File: config.mk
export PLATFORM = sky130hd
export DESIGN_NAME = xbt_keysr
export DESIGN_NICKNAME = d
export VERILOG_FILES = /design/src/rtl/xbt_pkg.sv /design/src/rtl/xbt_keysr.sv
export SDC_FILE = /design/constraint.sdc
export NUM_CORES = 1
export LEC_CHECK = 0
export ABC_CLOCK_PERIOD_IN_PS = 2130
export CAP_MARGIN = 20
export CORE_MARGIN = 4
export CORE_UTILIZATION = 37
export DETAILED_ROUTE_END_ITERATION = 10
export DONT_BUFFER_PORTS = 1
export PLACE_DENSITY = 0.51
export SYNTH_ARGS = -nofsm -noshare
export SYNTH_HDL_FRONTEND = slang
export SYNTH_SLANG_ARGS = --single-unit
File: constraint.sdc
create_clock -name clk -period 2.13 [get_ports clk]
set_input_delay 0.213 -clock clk [delete_from_list [all_inputs] [get_ports clk]]
set_output_delay 0.213 -clock clk [all_outputs]
set_load 0.05 [all_outputs]
File: src/rtl/xbt_pkg.sv
// Package: shared types and constants for the XOR binary trie engine.
`timescale 1ns / 1ps
`default_nettype none
package xbt_pkg;
  localparam int KeyBits   = 32;
  localparam int NodeCount = 65536;
  localparam int NodeW     = $clog2(NodeCount);
  localparam int LinkW     = NodeW + 1;
  localparam int LvlW      = $clog2(KeyBits + 1);
  localparam int CntW      = 32;

  typedef enum logic [2:0] {
    MODE_INSERT   = 3'd0,
    MODE_ERASE    = 3'd1,
    MODE_CONTAINS = 3'd2,
    MODE_MAX_XOR  = 3'd3,
    MODE_MIN_XOR  = 3'd4,
    MODE_BEST     = 3'd5,
    MODE_CLEAR    = 3'd6,
    MODE_NOP      = 3'd7
  } mode_t;

  typedef enum logic [1:0] {
    ST_OK   = 2'd0,
    ST_MISS = 2'd1,
    ST_FULL = 2'd2
  } status_t;

  typedef enum logic [3:0] {
    S_IDLE,
    S_WALK,    // pick a child of the held node and issue its read
    S_PCHK,    // look at the first-choice child
    S_ACHK,    // take the alternate child
    S_FLUSH,   // walk broke off: shift in zero result bits
    S_UPDGO,   // restart at the root for the update pass
    S_UPD,     // update pass: write the held node
    S_UPDR,    // update pass: wait for the child read
    S_DONE
  } state_t;

  // One trie node as stored.
  typedef struct packed {
    logic [LinkW-1:0] lz;
    logic [LinkW-1:0] lo;
    logic [CntW-1:0]  cnt;
  } node_t;
endpackage
`default_nettype wire

File: src/rtl/xbt_keysr.sv
// Key shift register: presents one key bit per level, collects result bits.
`timescale 1ns / 1ps
`default_nettype none
module xbt_keysr (
  input  wire logic                        clk,
  input  wire logic                        load,
  input  wire logic [xbt_pkg::KeyBits-1:0] din,
  input  wire logic                        shift,
  input  wire logic                        rbit,
  output logic                             kbit,
  output logic [xbt_pkg::KeyBits-1:0]      acc
);
  logic [xbt_pkg::KeyBits-1:0] sr;

  assign kbit = sr[xbt_pkg::KeyBits-1];

  // Load key; shift key out MSB first and result bits in
  always_ff @(posedge clk) begin
    if (load) begin
      sr  <= din;
      acc <= '0;
    end else if (shift) begin
      sr  <= {sr[xbt_pkg::KeyBits-2:0], sr[xbt_pkg::KeyBits-1]};
      acc <= {acc[xbt_pkg::KeyBits-2:0], rbit};
    end
  end
endmodule
`default_nettype wire

==> results of run 1 <==
==> worst max path at each step <==
stage                start      end  cells after the start
floorplan            shift    sr[0]                      3
global placement    sr[31]    sr[0]                      1
detailed placement  sr[31]    sr[0]                      1
CTS                   load  acc[26]                      2
global route        acc[6]   acc[6]                      0
finish              acc[4]   acc[4]                      0
==> layout make-up <==
cell class / count / area [um^2] / share of cell area
clock buffers: 9 / 123.9 / 0.04435
clock inverters: 7 / 72.57 / 0.02599
multi-input cells: 97 / 859.6 / 0.3078
flip-flops and latches: 64 / 1602 / 0.5735
well taps: 80 / 100.1 / 0.03584
repair buffers: 2 / 35.03 / 0.01254
==> through the flow <==
step	power, mW	instances	worst slack [ns]
global placement	1.549	241	0.9297
detailed placement	1.555	241	0.9161
floorplan	1.580	172	0.8046
global route	2.665	259	0.8566
CTS	2.598	258	0.6445
finish	2.562	259	0.9046
==> metal layers <==
| metal | routed length [um] | part of all wire |
|---|---|---|
| met1 | 1875 | 0.42 |
| met2 | 2083 | 0.47 |
| met3 | 403 | 0.091 |
| met4 | 69 | 0.016 |
| met5 | 0 | 0 |
==> sequential cells by signal (all words and copies together) (netlist names) <==
name and cells:
acc 32, sr 32
==> timing repair <==
action | CTS | global route
hold endpoints to repair | 32 | 0
hold buffers | 1 | 0
setup endpoints to repair | 0 | 0
==> cells in the final DEF (no fill, tap or decap) <==
| cell type | instances |
|---|---|
| mux2_2 | 18 |
| bufinv_16 | 1 |
| nor2_1 | 32 |
| mux2i_1 | 32 |
| clkbuf_8 | 9 |
| clkinv_4 | 2 |
| clkinvlp_4 | 2 |
| clkinv_2 | 2 |
| mux2_4 | 14 |
| dfxtp_1 | 32 |
| clkbuf_16 | 1 |
| or2_2 | 1 |
| edfxtp_1 | 32 |
| dlygate4sd3_1 | 1 |
==> cells by family (layout without fill, tap and decap cells) <==
| family | Yosys count | in the layout | share of synthesized area |
|---|---|---|---|
| flops | 64 | 64 | 0.6238 |
| mux | 64 | 64 | 0.2856 |
| simple gates | 33 | 33 | 0.04922 |
| buf+inv | 11 | 18 | 0.04142 |
==> power breakdown <==
| group | internal, mW | leakage [nW] | switching, mW |
|---|---|---|---|
| Sequential | 1.38 | 0.584 | 0.0356 |
| Clock | 0.539 | 0.0952 | 0.482 |
| Combinational | 0.0900 | 0.437 | 0.0395 |
==> metrics, run 1 <==
Worst Path Arrival 1.01 ns; Synthesized Nets 208; synth-to-layout area growth 8.772%; post-synthesis cell area 2567 um^2; DRC viols 0; Routed WL 4431 um; PD cells 917.3 nW/um^2; Worst setup EP type primary output; Sink Count 64; Worst R2R Setup Slack 0.92 ns; via count 1293; critical path required time 1.92 ns; I/O pin total 69; post-synth top area share 0.3743; class of the worst hold path in -> reg; root buffer cell clkbuf_8; sequential area share after synthesis 0.6238; largest net degree at the start of global routing 35; Post-CTS Setup Bufs 0; Hold Path Origin rbit; Worst Hold Slack 0.02851 ns; P_leak 1.116 nW; Syn. warnings 0; ANT cells 0; worst reg2reg path depth 1; Max-Cap Viols 0; Final min period 1.225 ns; first-pass GRT wire length 7044 um; clock buffer depth 2; Buffers on Ports 0; Cell Rows 30; CP max FO 3; Syn Area/Cell 14.93 um^2; final-report max-slew violation count 0; commonest cells in the netlist dfxtp_1 (32), edfxtp_1 (32), mux2i_1 (32), nor2_1 (32), mux2_2 (18); Pre-antenna DRT Iters 2; Starting Density 0.3800; DR vias/cell 4.992; Post-Syn Instances 172; WL/cell 17.11 um; post-synth top area cell edfxtp_1; dpl cell area 2561 um^2; number of setup violations in the final report 0; Slew headroom 0.5133; Achievable Freq 816.1 MHz; Tcrit/Tclk final 0.5753; Die Ht 91.30 um; total grt overflow 0; dominant cells by area after synthesis edfxtp_1 (37%), dfxtp_1 (25%), mux2i_1 (12%); overall routing resource usage 0.1108; post-layout util 0.4133; initial antenna violation count 0; status complete, no violations; met3 usage 0.04971; DIE WIDTH 91.30 um; Hold Vio Cnt, Final 0; CTS clk-pin slew, worst paths 0.07 ns; layout cells sized above 1 0.2793; Post-synth ARST share 0; post-CTS sizing 0; die area 8336 um^2; number of global-route vias before repair 1362; crit start category flip-flop; Final Skew 0.006727 ns; routing usage on met1 0.1292; core footprint 6756 um^2; worst vdd ir 0.0003691 V; Worst-Margin Slew 0.7301 ns; Worst Hold Endpoint acc[0]; CTS HTree Levels 3; detailed placement HPWL 2819 um; TritonCTS clock tree done; Final ANT Viol Nets 0; Crit Path Class reg -> out; Initial DRC Count 37; EDFF count, synth 32; Fillers 625; Top FF cell, synth edfxtp_1; worst r2r src sr[31]; reg-to-reg endpoint sr[0]; Nets 210; grt peak-use layer met2; fin area 2793 um^2; grt met2 use 0.1680; RSZ-0062 raised after global routing false; hold path depth 2; GPL Wtd Cong 0.7050; Setup TNS Final 0 ns; count of cell types in the netlist 10; CTS Buf Count 9; number of synthesized register bits 64; Worst-Skew Late Latency 0.34 ns
Note: power is estimated with default switching activity, not from simulation.
==> inputs of run 2 (changes only) <==
--- a/config.mk
+++ b/config.mk
@@ -5,7 +5,7 @@
 export SDC_FILE = /design/constraint.sdc
 export NUM_CORES = 1
 export LEC_CHECK = 0
-export ABC_CLOCK_PERIOD_IN_PS = 2130
+export ABC_CLOCK_PERIOD_IN_PS = 1300
 export CAP_MARGIN = 20
 export CORE_MARGIN = 4
 export CORE_UTILIZATION = 37
==> constraint.sdc (replaced) <==
create_clock -name clk -period 1.3 [get_ports clk]
set_input_delay 0.13 -clock clk [delete_from_list [all_inputs] [get_ports clk]]
set_output_delay 0.13 -clock clk [all_outputs]
set_load 0.05 [all_outputs]
==> run 2 against run 1 <==
Compared with the run above: the run now ends with negative hold slack left; critical path depth rose by 3; final cell count rose by 23%; worst setup slack got worse by 0.82 ns; worst hold slack got worse by 0.053 ns; count of clock-buffer cells in the layout did not move; cell area rose by 18%; via count rose by 17%; sequential power rose by 62%; critical endpoint is now acc[26]; largest power group unchanged; highest routed layer unchanged.
==> metrics, run 2 (synthesis gave the netlist of run 1 again) <==
status finished with violations; failing checks negative hold slack; Routed WL 4999 um; critical path required time 1.48 ns; critical path buffer and inverter count 1; CP max FO 3; DP Cell Count 274; I/O pin total 69; Worst-Margin Slew 0.9417 ns; Slew headroom 0.3722; overall routing resource usage 0.1218; synth-to-layout area growth 28.17%; layout cells sized above 1 0.3347; WL/cell 15.67 um; Starting Density 0.3800; Buffers on Ports 0; Nets 270; die area 8336 um^2; Final min period 1.218 ns; Sink Count 64; multi-input logic area 859.6 um^2; Worst Path Arrival 1.40 ns; first-pass GRT wire length 7893 um; Worst Hold Slack -0.02478 ns; Post-CTS Setup Bufs 0; Die Ht 91.30 um; Pre-antenna DRT Iters 4; DIE WIDTH 91.30 um; Critical Path Stages 3; Hold Vio Cnt, Final 1; worst vdd ir 0.0005237 V; Final ANT Viol Nets 0; Max-Cap Viols 0; DR vias/cell 4.730; CTS HTree Levels 3; largest net degree at the start of global routing 41; crit start category flip-flop; Final Skew 0.01349 ns; TritonCTS clock tree done; Setup TNS Final 0 ns; initial antenna violation count 0; Final Total Pwr 4.153 mW; Initial DRC Count 39; hold path depth 2; Top delay family on crit path buffers and inverters; number of setup violations in the final report 0; GPL Wtd Cong 0.6969; via count 1509; top flop regs acc (32), sr (32); final-report max-slew violation count 0; number of global-route vias before repair 1622; Worst-Skew Late Latency 0.33 ns; Crit-path slowest cell dlygate4sd3_1; register area 1602 um^2; total grt overflow 0; clock buffer depth 2; Fillers 600; detailed placement HPWL 3016 um; P_leak 1.395 nW; Crit Path Class reg -> reg; core footprint 6756 um^2; Achievable Freq 820.7 MHz; CP cell instances mux2i_1 > dlygate4sd3_1 > nor2_1; worst reg2reg path depth 3; class of the worst hold path in -> reg; CTS Buf Count 9; Tcrit/Tclk final 0.9373; critical path's largest stage delay 0.57 ns; most common cell after layout, fill and taps aside buf_4; Cell Rows 30; DRC viols 0; Post-Layout Cell Count 319; most frequent cells in the layout buf_4 (33), mux2i_1 (32), nor2_1 (32), dfxtp_1 (32), edfxtp_1 (32); ANT cells 0; PD cells 1262 nW/um^2; Worst setup EP type flip-flop; root buffer cell clkbuf_8; RSZ-0062 raised after global routing false; CTS clk-pin slew, worst paths 0.07 ns
-- run 2: worst paths after layout --
check	from	to	slack, ns
setup / recovery	acc[26]	acc[26]	0.08
hold / removal	shift	acc[18]	-0.02
setup reg to reg	acc[26]	acc[26]	0.08
hold reg to reg	acc[31]	acc[31]	0.53
-- run 2: metal layers --
layer  share of wire  global-route usage
met1            0.45              0.1489
met2            0.47              0.1888
met3           0.064             0.04225
met4           0.021             0.06407
met5               0                   0
-- run 2: stage by stage --
step	setup slack [ns]	instance area, um^2	util
floorplan	0.05760	2567	-
global placement	0.2207	2809	0.4157
detailed placement	0.1621	2809	0.4157
CTS	0.008101	3286	0.4863
global route	0.001789	3291	0.4870
finish	0.08153	3291	0.4870
-- run 2: cell type report --
class	instances	area share
Sequential cell	64	0.4867
Multi-Input combinational cell	97	0.2612
Timing Repair Buffer	62	0.1650
Clock buffer	9	0.03764
Tap cell	80	0.03042
Clock inverter	7	0.01901
-- run 2: report_power, final --
group / total, mW / internal (mW) / leakage, nW / switching, mW
clock network: 1.59 / 0.864 / 0.0901 / 0.721
registers: 2.29 / 2.26 / 0.584 / 0.0338
logic: 0.279 / 0.174 / 0.721 / 0.104
total: 4.15 / 3.29 / 1.40 / 0.860
-- run 2: repair_timing --
action                                  in CTS  in global routing
gates resized for setup                      0                  2
endpoints found under the hold margin       38                  1
hold buffers                                29                  1
endpoints found under the setup margin       0                 14
==> inputs of run 3 (changes only) <==
--- a/config.mk
+++ b/config.mk
@@ -7,11 +7,13 @@
 export LEC_CHECK = 0
 export ABC_CLOCK_PERIOD_IN_PS = 1300
 export CAP_MARGIN = 20
+export CELL_PAD_IN_SITES_DETAIL_PLACEMENT = 0
+export CELL_PAD_IN_SITES_GLOBAL_PLACEMENT = 1
 export CORE_MARGIN = 4
 export CORE_UTILIZATION = 37
 export DETAILED_ROUTE_END_ITERATION = 10
 export DONT_BUFFER_PORTS = 1
-export PLACE_DENSITY = 0.51
+export PLACE_DENSITY = 0.6
 export SYNTH_ARGS = -nofsm -noshare
 export SYNTH_HDL_FRONTEND = slang
 export SYNTH_SLANG_ARGS = --single-unit
==> run 3 against run 2 <==
Compared with the run above: the run now ends clean; largest power group unchanged; die area did not move; critical endpoint is now acc[13]; cell area rose by 2.6%; clock skew rose by 0.0013 ns; final cell count rose by 3.1%; critical path depth did not move; sequential cell count did not move; highest routed layer unchanged.
==> metrics, run 3 (synthesis gave the netlist of run 1 again) <==
status complete, no violations; Post-CTS Setup Bufs 0; Max-Cap Viols 0; Sink Count 64; detailed placement HPWL 2968 um; critical path required time 1.48 ns; via count 1579; worst vdd ir 0.0005696 V; total grt overflow 0; CP max FO 3; Hold Path Origin din[30]; largest net degree at the start of global routing 40; Nets 280; CTS HTree Levels 3; initial antenna violation count 0; I/O pin total 69; WL/cell 15.67 um; Post-Layout Cell Count 329; worst r2r src acc[12]; Buffers on Ports 0; most frequent cells in the layout dlygate4sd3_1 (37), buf_4 (33), mux2i_1 (32), nor2_1 (32), edfxtp_1 (32); first-pass GRT wire length 8135 um; Worst-Margin Slew 1.003 ns; Die Ht 91.30 um; Cell Rows 30; Setup TNS Final 0 ns; Initial DRC Count 34; Final Skew 0.01483 ns; Worst R2R Setup Slack 0.06 ns; Final Worst Setup Slack 0.05889 ns; Routed WL 5157 um; die area 8336 um^2; P_leak 1.421 nW; hold path depth 1; ANT cells 0; PD cells 1203 nW/um^2; core footprint 6756 um^2; Pre-antenna DRT Iters 4; root buffer cell clkbuf_8; Fillers 593; Worst Path Arrival 1.42 ns; Worst setup EP type flip-flop; top flop regs acc (32), sr (32); Worst Hold Endpoint sr[30]; GPL Wtd Cong 0.7152; Worst-Skew Late Latency 0.33 ns; multi-input logic area 859.6 um^2; Final min period 1.241 ns; Slew headroom 0.3315; DP Cell Count 274; number of setup violations in the final report 0; overall routing resource usage 0.1255; final-report max-slew violation count 0; CTS Buf Count 9; number of global-route vias before repair 1655; Starting Density 0.3800; TritonCTS clock tree done; Hold Vio Cnt, Final 0; RSZ-0062 raised after global routing false; Achievable Freq 805.7 MHz; DIE WIDTH 91.30 um; Final ANT Viol Nets 0; most common cell after layout, fill and taps aside dlygate4sd3_1; worst reg2reg path depth 3; crit start category flip-flop; pre-CTS WS 0.1591 ns; CTS clk-pin slew, worst paths 0.08 ns; DR vias/cell 4.799; Tcrit/Tclk final 0.9547; Crit Path Class reg -> reg; layout cells sized above 1 0.3333; class of the worst hold path in -> reg; reg-to-reg endpoint acc[13]; clock buffer depth 2; Final Total Pwr 4.063 mW; register area 1603 um^2; DRC viols 0; synth-to-layout area growth 31.53%
[run 3: cell count changes in the layout (fill, tap and decap cells not counted)]
cell,delta
clkinv_4,+1
clkinv_2,+1
dfxtp_2,+1
bufinv_16,-1
dlygate4sd3_1,+10
clkinv_1,-2
dfxtp_1,-1
inv_6,+1
[run 3: worst max path at each step]
stage                  from  endpoint  slack [ns]  cells after the start
finish              acc[12]   acc[13]        0.06                      3
global route         acc[9]   acc[10]      0.0005                      3
CTS                    load   acc[29]        0.02                      2
detailed placement     load     sr[1]        0.16                      1
global placement       load    sr[11]        0.21                      1
floorplan             shift     sr[0]        0.06                      3
[run 3: per-stage QoR]
step | util | cell area (um^2) | hold slack, ns
after floorplan | - | 2567 | 0.2772
after global placement | 0.4157 | 2809 | 0.2190
after detailed placement | 0.4157 | 2809 | 0.2183
after CTS | 0.4915 | 3321 | 0.0002415
after global routing | 0.4998 | 3377 | 0.002898
final | 0.4998 | 3377 | 0.01761
[run 3: critical path: stages, from the launching register on]
cell and delay [ns]:
dfxtp_1 0.33, mux2i_1 0.14, dlygate4sd3_1 0.58, nor2_1 0.04
[run 3: metal layers]
metal	wire length (um)	track usage	share of wire
met4	74	0.06281	0.014
met3	268	0.03397	0.052
met5	0	0	0
met2	2513	0.2078	0.49
met1	2301	0.1496	0.45
[run 3: final cells by class]
cell class | instances | area share
Clock buffer | 9 | 0.03668
Clock inverter | 7 | 0.01408
Multi-Input combinational cell | 97 | 0.2545
Sequential cell | 64 | 0.4746
Tap cell | 80 | 0.02964
Timing Repair Buffer | 72 | 0.1904
[run 3: timing repair]
item	in CTS	in global routing
endpoints found under the setup margin	0	27
hold buffers	34	5
gates resized for setup	0	3
hold endpoints to repair	42	5
[run 3: report_power, final]
group / internal, mW / total (mW) / switching, mW / leakage (nW)
sequential: 2.25 / 2.29 / 0.0342 / 0.585
clock: 0.690 / 1.48 / 0.790 / 0.0854
combinational: 0.189 / 0.295 / 0.106 / 0.751
total: 3.13 / 4.06 / 0.930 / 1.42
